<file path="config.mk">
export PLATFORM = sky130hd
export DESIGN_NAME = packed_timestamp_to_epoch_core_flat
export DESIGN_NICKNAME = d
export VERILOG_FILES = /design/src/pte_pkg.sv /design/src/pte_req_if.sv /design/src/pte_rsp_if.sv /design/src/packed_timestamp_to_epoch_core.sv /design/src/pte_ctrl.sv /design/src/pte_dp.sv /design/src/flat_wrapper.sv
export SDC_FILE = /design/constraint.sdc
export NUM_CORES = 1
export LEC_CHECK = 0
export ABC_AREA = 1
export BUFFER_PORTS_ARGS = -buffer_cell sky130_fd_sc_hd__buf_2
export CAP_MARGIN = 20
export CORE_MARGIN = 3
export CORE_UTILIZATION = 25
export CTS_CLUSTER_DIAMETER = 200
export DETAILED_ROUTE_END_ITERATION = 12
export SLEW_MARGIN = 25
export SYNTH_ARGS = -nofsm -noshare
export SYNTH_HDL_FRONTEND = slang
export SYNTH_HIERARCHICAL = 1
export SYNTH_SLANG_ARGS = --single-unit
export TNS_END_PERCENT = 1
</file>
<file path="constraint.sdc">
create_clock -name clock -period 14.1 [get_ports clock]
set_input_delay 0.705 -clock clock [delete_from_list [all_inputs] [get_ports clock]]
set_output_delay 0.705 -clock clock [all_outputs]
set_load 0.01 [all_outputs]
</file>
<file path="src/pte_pkg.sv">
// shared types, constants and calendar helpers for the packed timestamp converter
package pte_pkg;

   localparam int unsigned DATE_BITS = 16;
   localparam int unsigned SEC_BITS  = 15;
   localparam int unsigned DAY_BITS  = 15;
   localparam int unsigned YEAR_BITS = 12;
   localparam int unsigned CNT_BITS  = 7;
   localparam int unsigned ADJ_BITS  = 9;
   localparam int unsigned DOY_BITS  = 11;

   localparam logic [16:0] SECS_PER_DAY    = 17'd86400;
   localparam logic [14:0] BLOCK_SECS      = 15'd28800;
   localparam logic [14:0] NEW_OFFSET_DAYS = 15'd8765;
   localparam logic [14:0] OLD_OFFSET_DAYS = 15'd5843;
   localparam logic [11:0] NEW_BASE_YEAR   = 12'd1994;
   localparam logic [11:0] OLD_BASE_YEAR   = 12'd1986;
   localparam logic [11:0] EPOCH_YEAR      = 12'd1970;
   localparam logic [11:0] LAST_YEAR       = 12'd2106;
   localparam logic [15:0] SMALL_DATE      = 16'h0003;
   localparam int unsigned NEW_FLAG_BIT    = 15;

   // floor(d/3) = (d * RECIP3) >> RECIP3_SHIFT, exact for every 16-bit d
   localparam logic [16:0] RECIP3       = 17'd43691;
   localparam int unsigned RECIP3_SHIFT = 17;

   typedef enum logic [2:0] {
      ST_IDLE,
      ST_DIV,
      ST_SECS,
      ST_WALK,
      ST_ADJ,
      ST_FIX,
      ST_OUT
   } state_type;

   typedef struct packed {
      logic load;
      logic divide;
      logic secs;
      logic walk;
      logic adjust;
      logic fix;
      logic out_load;
   } cmd_type;

   typedef struct packed {
      logic walk_done;
      logic fix_done;
      logic out_free;
   } status_type;

   // gregorian rule reduced to a form exact for 1901..2199, which spans every year this block can reach
   function automatic logic is_leap(input logic [11:0] year);
      is_leap = (year[1:0] == 2'b00) && (year != 12'd2100);
   endfunction

   function automatic logic [8:0] year_len(input logic [11:0] year);
      year_len = is_leap(year) ? 9'd366 : 9'd365;
   endfunction

endpackage

</file>
<file path="src/pte_req_if.sv">
// request channel carrying one packed stamp per item
interface pte_req_if;
   logic        valid;
   logic        ready;
   logic [31:0] packed_stamp;

   modport source (output valid, output packed_stamp, input ready);
   modport sink (input valid, input packed_stamp, output ready);
endinterface

</file>
<file path="src/pte_rsp_if.sv">
// response channel carrying corrected seconds and utc year per item
interface pte_rsp_if;
   logic        valid;
   logic        ready;
   logic [31:0] epoch_seconds;
   logic [11:0] utc_year;

   modport source (output valid, output epoch_seconds, output utc_year, input ready);
   modport sink (input valid, input epoch_seconds, input utc_year, output ready);
endinterface

</file>
<file path="src/packed_timestamp_to_epoch_core.sv">
// sequence per item: divide, raw seconds, year walk from 1970, correction, day fixup, output
// the day fixup moves the year back or forward when the corrected day falls outside it
// a new request is taken only once the previous result has moved into the response register
// the walk steps one year per cycle, counting the leap/common years for the epoch correction
// the response register frees the sequencer while a result waits for rsp ready
// reset is synchronous, active high: clears the sequencer and response valid only
module packed_timestamp_to_epoch_core (
   input logic clock,
   input logic reset,
   pte_req_if.sink   req_chan,
   pte_rsp_if.source rsp_chan
);

   pte_pkg::cmd_type    cmd;
   pte_pkg::status_type status;

   // sequencer: idle, divide, seconds, year walk, correction, day fixup, output
   pte_ctrl u_ctrl (
      .clock     (clock),
      .reset     (reset),
      .req_valid (req_chan.valid),
      .req_ready (req_chan.ready),
      .status    (status),
      .cmd       (cmd)
   );

   // datapath holds the item being converted and the response register
   pte_dp u_dp (
      .clock             (clock),
      .reset             (reset),
      .req_packed_stamp  (req_chan.packed_stamp),
      .cmd               (cmd),
      .status            (status),
      .rsp_valid         (rsp_chan.valid),
      .rsp_ready         (rsp_chan.ready),
      .rsp_epoch_seconds (rsp_chan.epoch_seconds),
      .rsp_utc_year      (rsp_chan.utc_year)
   );

endmodule

</file>
<file path="src/pte_ctrl.sv">
// sequencer for the stamp conversion steps
module pte_ctrl (
   input  logic                clock,
   input  logic                reset,
   input  logic                req_valid,
   output logic                req_ready,
   input  pte_pkg::status_type status,
   output pte_pkg::cmd_type    cmd
);

   pte_pkg::state_type state_ff, state_in;

   always_ff @(posedge clock) begin
      if (reset) begin
         state_ff <= pte_pkg::ST_IDLE;
      end else begin
         state_ff <= state_in;
      end
   end

   always_comb begin
      state_in = state_ff;
      unique case (state_ff)
         pte_pkg::ST_IDLE: begin
            if (req_valid) state_in = pte_pkg::ST_DIV;
         end
         pte_pkg::ST_DIV:  state_in = pte_pkg::ST_SECS;
         pte_pkg::ST_SECS: state_in = pte_pkg::ST_WALK;
         pte_pkg::ST_WALK: begin
            if (status.walk_done) state_in = pte_pkg::ST_ADJ;
         end
         pte_pkg::ST_ADJ:  state_in = pte_pkg::ST_FIX;
         pte_pkg::ST_FIX: begin
            if (status.fix_done) state_in = pte_pkg::ST_OUT;
         end
         pte_pkg::ST_OUT: begin
            if (status.out_free) state_in = pte_pkg::ST_IDLE;
         end
         default:          state_in = pte_pkg::ST_IDLE;
      endcase
   end

   always_comb begin
      cmd       = '0;
      req_ready = 1'b0;
      unique case (state_ff)
         pte_pkg::ST_IDLE: begin
            req_ready = 1'b1;
            cmd.load  = req_valid;
         end
         pte_pkg::ST_DIV:  cmd.divide = 1'b1;
         pte_pkg::ST_SECS: cmd.secs = 1'b1;
         pte_pkg::ST_WALK: cmd.walk = !status.walk_done;
         pte_pkg::ST_ADJ:  cmd.adjust = 1'b1;
         pte_pkg::ST_FIX:  cmd.fix = !status.fix_done;
         pte_pkg::ST_OUT:  cmd.out_load = status.out_free;
         default:          cmd = '0;
      endcase
   end

endmodule

</file>
<file path="src/pte_dp.sv">
// datapath: date split, raw seconds, year walk, leap correction, day fixup, output register
module pte_dp (
   input  logic                clock,
   input  logic                reset,
   input  logic [31:0]         req_packed_stamp,
   input  pte_pkg::cmd_type    cmd,
   output pte_pkg::status_type status,
   output logic                rsp_valid,
   input  logic                rsp_ready,
   output logic [31:0]         rsp_epoch_seconds,
   output logic [11:0]         rsp_utc_year
);

   logic [pte_pkg::DATE_BITS-1:0] date_ff;
   logic [pte_pkg::SEC_BITS-1:0]  sec_ff;
   logic                          new_ff;
   logic                          small_ff;
   logic [31:0]                   prod_ff;
   logic [31:0]                   secs_ff, secs_in;
   logic [pte_pkg::DAY_BITS-1:0]  days_ff, days_in;
   logic [pte_pkg::YEAR_BITS-1:0] year_ff, year_in;
   logic [pte_pkg::CNT_BITS-1:0]  cnt_ff, cnt_in;
   logic signed [pte_pkg::DOY_BITS-1:0] doy_ff, doy_in;
   logic                          rsp_valid_ff;
   logic [31:0]                   rsp_secs_ff;
   logic [11:0]                   rsp_year_ff;

   // raw seconds stage
   logic [pte_pkg::DAY_BITS-1:0]  quot;
   logic [pte_pkg::DAY_BITS-1:0]  base_days;
   logic [16:0]                   quot3;
   logic [15:0]                   rem_full;
   logic [16:0]                   frac;
   logic                          carry;
   logic [31:0]                   day_secs;

   // year walk
   logic [8:0]                    cur_len;
   logic [8:0]                    prev_len;
   logic [11:0]                   base_year;
   logic                          counts;

   // correction stage
   logic signed [pte_pkg::ADJ_BITS-1:0] adj;
   logic signed [26:0]                  adj_secs;
   logic signed [33:0]                  fixed_secs;

   assign quot      = prod_ff[pte_pkg::RECIP3_SHIFT +: pte_pkg::DAY_BITS];
   assign base_days = quot + (new_ff ? pte_pkg::NEW_OFFSET_DAYS : pte_pkg::OLD_OFFSET_DAYS);
   assign quot3     = {1'b0, quot, 1'b0} + {2'b00, quot};
   assign rem_full  = date_ff - quot3[15:0];
   assign frac      = {2'b00, sec_ff} + ({15'd0, rem_full[1:0]} * {2'b00, pte_pkg::BLOCK_SECS});
   assign carry     = (frac >= pte_pkg::SECS_PER_DAY);
   assign day_secs  = {17'd0, base_days} * {15'd0, pte_pkg::SECS_PER_DAY};

   assign cur_len   = pte_pkg::year_len(year_ff);
   assign prev_len  = pte_pkg::year_len(year_ff - 12'd1);
   assign base_year = new_ff ? pte_pkg::NEW_BASE_YEAR : pte_pkg::OLD_BASE_YEAR;
   // old stamps gain a day per leap year, new stamps lose one per common year
   assign counts    = (year_ff >= base_year) && (new_ff != pte_pkg::is_leap(year_ff));

   always_comb begin
      if (small_ff) begin
         adj = 9'sd1;
      end else if (new_ff) begin
         adj = -$signed({2'b00, cnt_ff});
      end else begin
         adj = $signed({2'b00, cnt_ff});
      end
   end

   assign adj_secs   = $signed({{18{adj[8]}}, adj}) * $signed({10'd0, pte_pkg::SECS_PER_DAY});
   assign fixed_secs = $signed({2'b00, secs_ff}) + {{7{adj_secs[26]}}, adj_secs};

   assign status.walk_done = (days_ff < {6'd0, cur_len});
   assign status.fix_done  = !doy_ff[pte_pkg::DOY_BITS-1] && (doy_ff < $signed({2'b00, cur_len}));
   assign status.out_free  = !rsp_valid_ff || rsp_ready;

   always_ff @(posedge clock) begin
      if (cmd.load) begin
         date_ff  <= req_packed_stamp[31:16];
         sec_ff   <= req_packed_stamp[pte_pkg::SEC_BITS-1:0];
         new_ff   <= req_packed_stamp[pte_pkg::NEW_FLAG_BIT];
         small_ff <= (req_packed_stamp[31:16] < pte_pkg::SMALL_DATE);
      end
      if (cmd.divide) begin
         prod_ff <= {16'd0, date_ff} * {15'd0, pte_pkg::RECIP3};
      end
      secs_ff <= secs_in;
      days_ff <= days_in;
      year_ff <= year_in;
      cnt_ff  <= cnt_in;
      doy_ff  <= doy_in;
   end

   always_comb begin
      secs_in = secs_ff;
      days_in = days_ff;
      year_in = year_ff;
      cnt_in  = cnt_ff;
      doy_in  = doy_ff;
      priority if (cmd.secs) begin
         secs_in = day_secs + {15'd0, frac};
         days_in = base_days + {14'd0, carry};
         year_in = pte_pkg::EPOCH_YEAR;
         cnt_in  = '0;
      end else if (cmd.walk) begin
         days_in = days_ff - {6'd0, cur_len};
         year_in = year_ff + 12'd1;
         cnt_in  = cnt_ff + {6'd0, counts};
      end else if (cmd.adjust) begin
         if (fixed_secs[33]) begin
            secs_in = '0;
            year_in = pte_pkg::EPOCH_YEAR;
            doy_in  = '0;
         end else begin
            secs_in = fixed_secs[31:0];
            doy_in  = $signed({2'b00, days_ff[8:0]}) + {{2{adj[8]}}, adj};
         end
      end else if (cmd.fix) begin
         if (doy_ff[pte_pkg::DOY_BITS-1]) begin
            year_in = year_ff - 12'd1;
            doy_in  = doy_ff + $signed({2'b00, prev_len});
         end else begin
            year_in = year_ff + 12'd1;
            doy_in  = doy_ff - $signed({2'b00, cur_len});
         end
      end else begin
         secs_in = secs_ff;
      end
   end

   always_ff @(posedge clock) begin
      if (reset) begin
         rsp_valid_ff <= 1'b0;
      end else if (cmd.out_load) begin
         rsp_valid_ff <= 1'b1;
      end else if (rsp_ready) begin
         rsp_valid_ff <= 1'b0;
      end
   end

   always_ff @(posedge clock) begin
      if (cmd.out_load) begin
         rsp_secs_ff <= secs_ff;
         rsp_year_ff <= year_ff;
      end
   end

   assign rsp_valid         = rsp_valid_ff;
   assign rsp_epoch_seconds = rsp_secs_ff;
   assign rsp_utc_year      = rsp_year_ff;

endmodule

</file>
<file path="src/flat_wrapper.sv">
// flat-port wrapper written by rule: the top's interface ports become plain ports
module packed_timestamp_to_epoch_core_flat 
  (clock, reset, req_chan_valid, req_chan_packed_stamp, req_chan_ready, rsp_chan_valid, rsp_chan_epoch_seconds, rsp_chan_utc_year, rsp_chan_ready);
  pte_req_if req_chan_i ();
  pte_rsp_if rsp_chan_i ();
  input logic clock;
  input logic reset;
  input wire logic [$bits(req_chan_i.valid)-1:0] req_chan_valid;
  input wire logic [$bits(req_chan_i.packed_stamp)-1:0] req_chan_packed_stamp;
  output wire logic [$bits(req_chan_i.ready)-1:0] req_chan_ready;
  output wire logic [$bits(rsp_chan_i.valid)-1:0] rsp_chan_valid;
  output wire logic [$bits(rsp_chan_i.epoch_seconds)-1:0] rsp_chan_epoch_seconds;
  output wire logic [$bits(rsp_chan_i.utc_year)-1:0] rsp_chan_utc_year;
  input wire logic [$bits(rsp_chan_i.ready)-1:0] rsp_chan_ready;
  assign req_chan_i.valid = req_chan_valid;
  assign req_chan_i.packed_stamp = req_chan_packed_stamp;
  assign req_chan_ready = req_chan_i.ready;
  assign rsp_chan_valid = rsp_chan_i.valid;
  assign rsp_chan_epoch_seconds = rsp_chan_i.epoch_seconds;
  assign rsp_chan_utc_year = rsp_chan_i.utc_year;
  assign rsp_chan_i.ready = rsp_chan_ready;
  packed_timestamp_to_epoch_core u_core (.clock(clock), .reset(reset), .req_chan(req_chan_i), .rsp_chan(rsp_chan_i));
endmodule
</file>
==> reports/qor.txt <==
Total core area = 0.08555 mm^2
Largest net degree at the start of global routing = 47
Critical Path Source = u_core/u_dp/new_ff
Fillers = 9182
Reg-to-reg critical path startpoint = u_core/u_dp/new_ff
Top cells by area, synth = edfxtp_1 21%, ha_1 20%, fa_1 12%
Synth Register Bits = 173
Reg2Reg Capture Point = u_core/u_dp/secs_ff[0]
Clock latency on the worst-skew pair = 490 ps
Drt wl/cell = 14.24 um
CTS sink cnt = 173
Slowest stage delay, CP = 630 ps
Crit path depth = 32
Reg2Reg Depth = 32
Max FO, Critical Path = 18
Count of buffers from port buffering = 81
Root buf cell = clkbuf_16
FP Rows = 107
Max frequency = 127.6 MHz
Initial Utilization = 0.2534
Total Negative Setup Slacks = 0 ps
Placed Instances = 3900
Max Transition Viols Final = 0
Drc violations = 0
Worst setup margin = 6262 ps
Post-CTS Resized = 0
Num CTS Buffers = 17
Proportion of layout cells with a drive suffix above 1 = 0.08001
Met3 Use GR = 0.02249
Critical path startpoint category = flip-flop
Final hold vios = 0
Die X-Extent = 300.4 um
Vias in the first global route = 16980
Top-count cell post-synth = inv_1
CTS Hold Buffers Added = 0
Asr flop ratio synth = 0
Syn. warnings = 6
Top_reg_cell synth = edfxtp_1
Num ports = 82
Final core utilization = 0.2811
Fin cells = 3933
Final WL = 56020 um
Status = completed
H-tree depth = 4
Die area = 0.09027 mm^2
Grt ovf = 0
Critical-path top delay cell = nor3_1
DR iter-0 viols = 1077
P&R area growth vs syn = 10.96%
Register Area = 0.004965 mm^2
Sum of buffers and inverters on the critical path = 6
Clk slew on worst S/H paths = 70 ps
Setup Buffers After CTS = 0
Worst path arrival time = 7980 ps
Met2 Use GR = 0.1997
Syn Nets = 3214
Data required, critical path = 14240 ps
Commonest cells post-synth = 557 x inv_1, 516 x nand2_1, 352 x ha_1, 160 x nor2_1, 150 x edfxtp_1
Yosys top cell by area = edfxtp_1
Unrepaired setup endpoints after global routing = no
Netlist cell types = 61
GR Layer Usage met1 = 0.1753
Clock Tree Buf Depth = 2
Part of the cycle the worst path needs = 0.5559
Syn avg cell area = 8.045 um^2
R2R Setup Slk = 6260 ps
Slew at the pin with the worst max-slew slack = 980.1 ps
Multi-input gate area = 0.01444 mm^2
Pre-CTS setup slack = 6257 ps
GRT Util Overall = 0.1246
Top-area cell type share of the netlist area = 0.2078
Clock Skew = 15.71 ps
Cell family with most CP delay = adder cells
CP endpoint = u_core/u_dp/secs_ff[0]
Routed Antenna Nets = 0
Min Tclk post-route = 7838 ps
Mapped cell area = 0.02167 mm^2
Dpl hpwl = 47440 um
Post-synth EDFFs = 150
Max-cap violations = 0
First-pass GRT wire length = 89560 um
Syn Inst Count = 2694
Antenna violations before repair = 6
Vias per cell = 4.468
Critical Path End Type = flip-flop
Hold Crit Class = input pin to flip-flop
CTS tree = built
Sequential-to-total area share from yosys stat = 0.2291
Die Y = 300.4 um
Setup violators final = 0
Routed vias = 17570
Busiest grt layer = met2
DRT Pass-1 Iters = 7
Max-slew headroom = 0.3297
Setup CP Type = flip-flop to flip-flop
Nets@finish = 3295
GPL Wtd Cong = 0.8740
[per-stage QoR]
step | hold slack (ps) | cell area, um^2
after global placement | 402.1 | 23440
after floorplan | 400.3 | 21670
final | 397.4 | 24050
after global routing | 373.5 | 24040
after detailed placement | 406.2 | 23440
after CTS | 361.2 | 24040
[logic make-up (layout without fill, tap and decap cells)]
group / count (synthesis) / count (layout) / synth area share
other: 0 / 2 / 0
XOR/XNOR: 101 / 101 / 0.04254
flip-flops: 173 / 173 / 0.2291
AND/OR/NAND/NOR: 977 / 977 / 0.2002
adder cells (fa/ha/maj): 484 / 484 / 0.3251
buffers and inverters: 596 / 689 / 0.1058
AO/OA/AOI/OAI: 363 / 363 / 0.09727
[sequential cells by signal, indices dropped and copies added (netlist names)]
signal and cells:
u_core/u_dp/rsp_epoch_seconds 32, u_core/u_dp/secs_ff 32, u_core/u_dp/date_ff 16, u_core/u_dp/days_ff 15
u_core/u_dp/prod_ff 15, u_core/u_dp/sec_ff 15, u_core/u_dp/rsp_utc_year 12, u_core/u_dp/year_ff 12
u_core/u_dp/doy_ff 11, u_core/u_dp/cnt_ff 7, u_core/u_ctrl/state_ff 3, u_core/u_dp/new_ff 1
u_core/u_dp/rsp_valid 1, u_core/u_dp/small_ff 1
[final cells by class]
type,instances,share of cell area
multi-input combinational,1925,0.6003
sequential,173,0.2064
inverter,569,0.08902
tap,1144,0.05952
timing repair buffer,89,0.01935
clock buffer,17,0.01769
clock inverter,14,0.007440
antenna,2,0.0002081
[layer usage]
metal,vias up,share of wire
met5,-,0.0011
met1,8248,0.49
li1,8959,-
met2,313,0.45
met3,45,0.046
met4,8,0.011
[how the worst min path moves through the flow]
stage | startpoint | endpoint | slack, ps | depth (start not counted)
2_1_floorplan | u_core/u_dp/secs_ff[0] | u_core/u_dp/rsp_epoch_seconds[0] | 400 | 0
3_3_place_gp | u_core/u_dp/secs_ff[1] | u_core/u_dp/rsp_epoch_seconds[1] | 400 | 0
3_5_place_dp | u_core/u_dp/secs_ff[4] | u_core/u_dp/rsp_epoch_seconds[4] | 410 | 0
4_1_cts | req_chan_packed_stamp[9] | u_core/u_dp/sec_ff[9] | 360 | 1
5_1_grt | req_chan_packed_stamp[0] | u_core/u_dp/sec_ff[0] | 370 | 1
6_report | req_chan_packed_stamp[9] | u_core/u_dp/sec_ff[9] | 400 | 1
[cells in the final DEF, fill, tap and decap left out, types with 5 or more instances in the layout]
master | synthesis | final
inv_1 | 557 | 557
nand2_1 | 516 | 516
ha_1 | 352 | 352
nor2_1 | 160 | 159
edfxtp_1 | 150 | 150
a21oi_1 | 149 | 148
nand3_1 | 133 | 133
fa_1 | 132 | 132
o21ai_0 | 104 | 104
buf_2 | 4 | 81
xor2_1 | 68 | 68
nor3_1 | 43 | 41
nand4_1 | 32 | 32
xnor2_1 | 31 | 31
dfxtp_1 | 23 | 23
a31oi_1 | 21 | 21
nand2_2 | 19 | 19
clkbuf_16 | 0 | 17
nor2_2 | 16 | 16
o21bai_1 | 14 | 14
inv_2 | 11 | 11
nor4_1 | 10 | 10
nor2_4 | 8 | 9
o211ai_1 | 9 | 9
a21o_1 | 8 | 8
o21ai_1 | 8 | 8
buf_4 | 0 | 8
nand3_2 | 7 | 7
inv_6 | 1 | 6
o21ai_2 | 6 | 6
a211oi_1 | 6 | 6
or2_2 | 6 | 6
o22ai_2 | 6 | 6
nand2_4 | 5 | 5
nand3b_1 | 5 | 5
o22ai_1 | 5 | 5
Power is left out: the tool's default activity adds up to more than one toggle a clock period on the data nets, which glitch-free logic cannot reach.
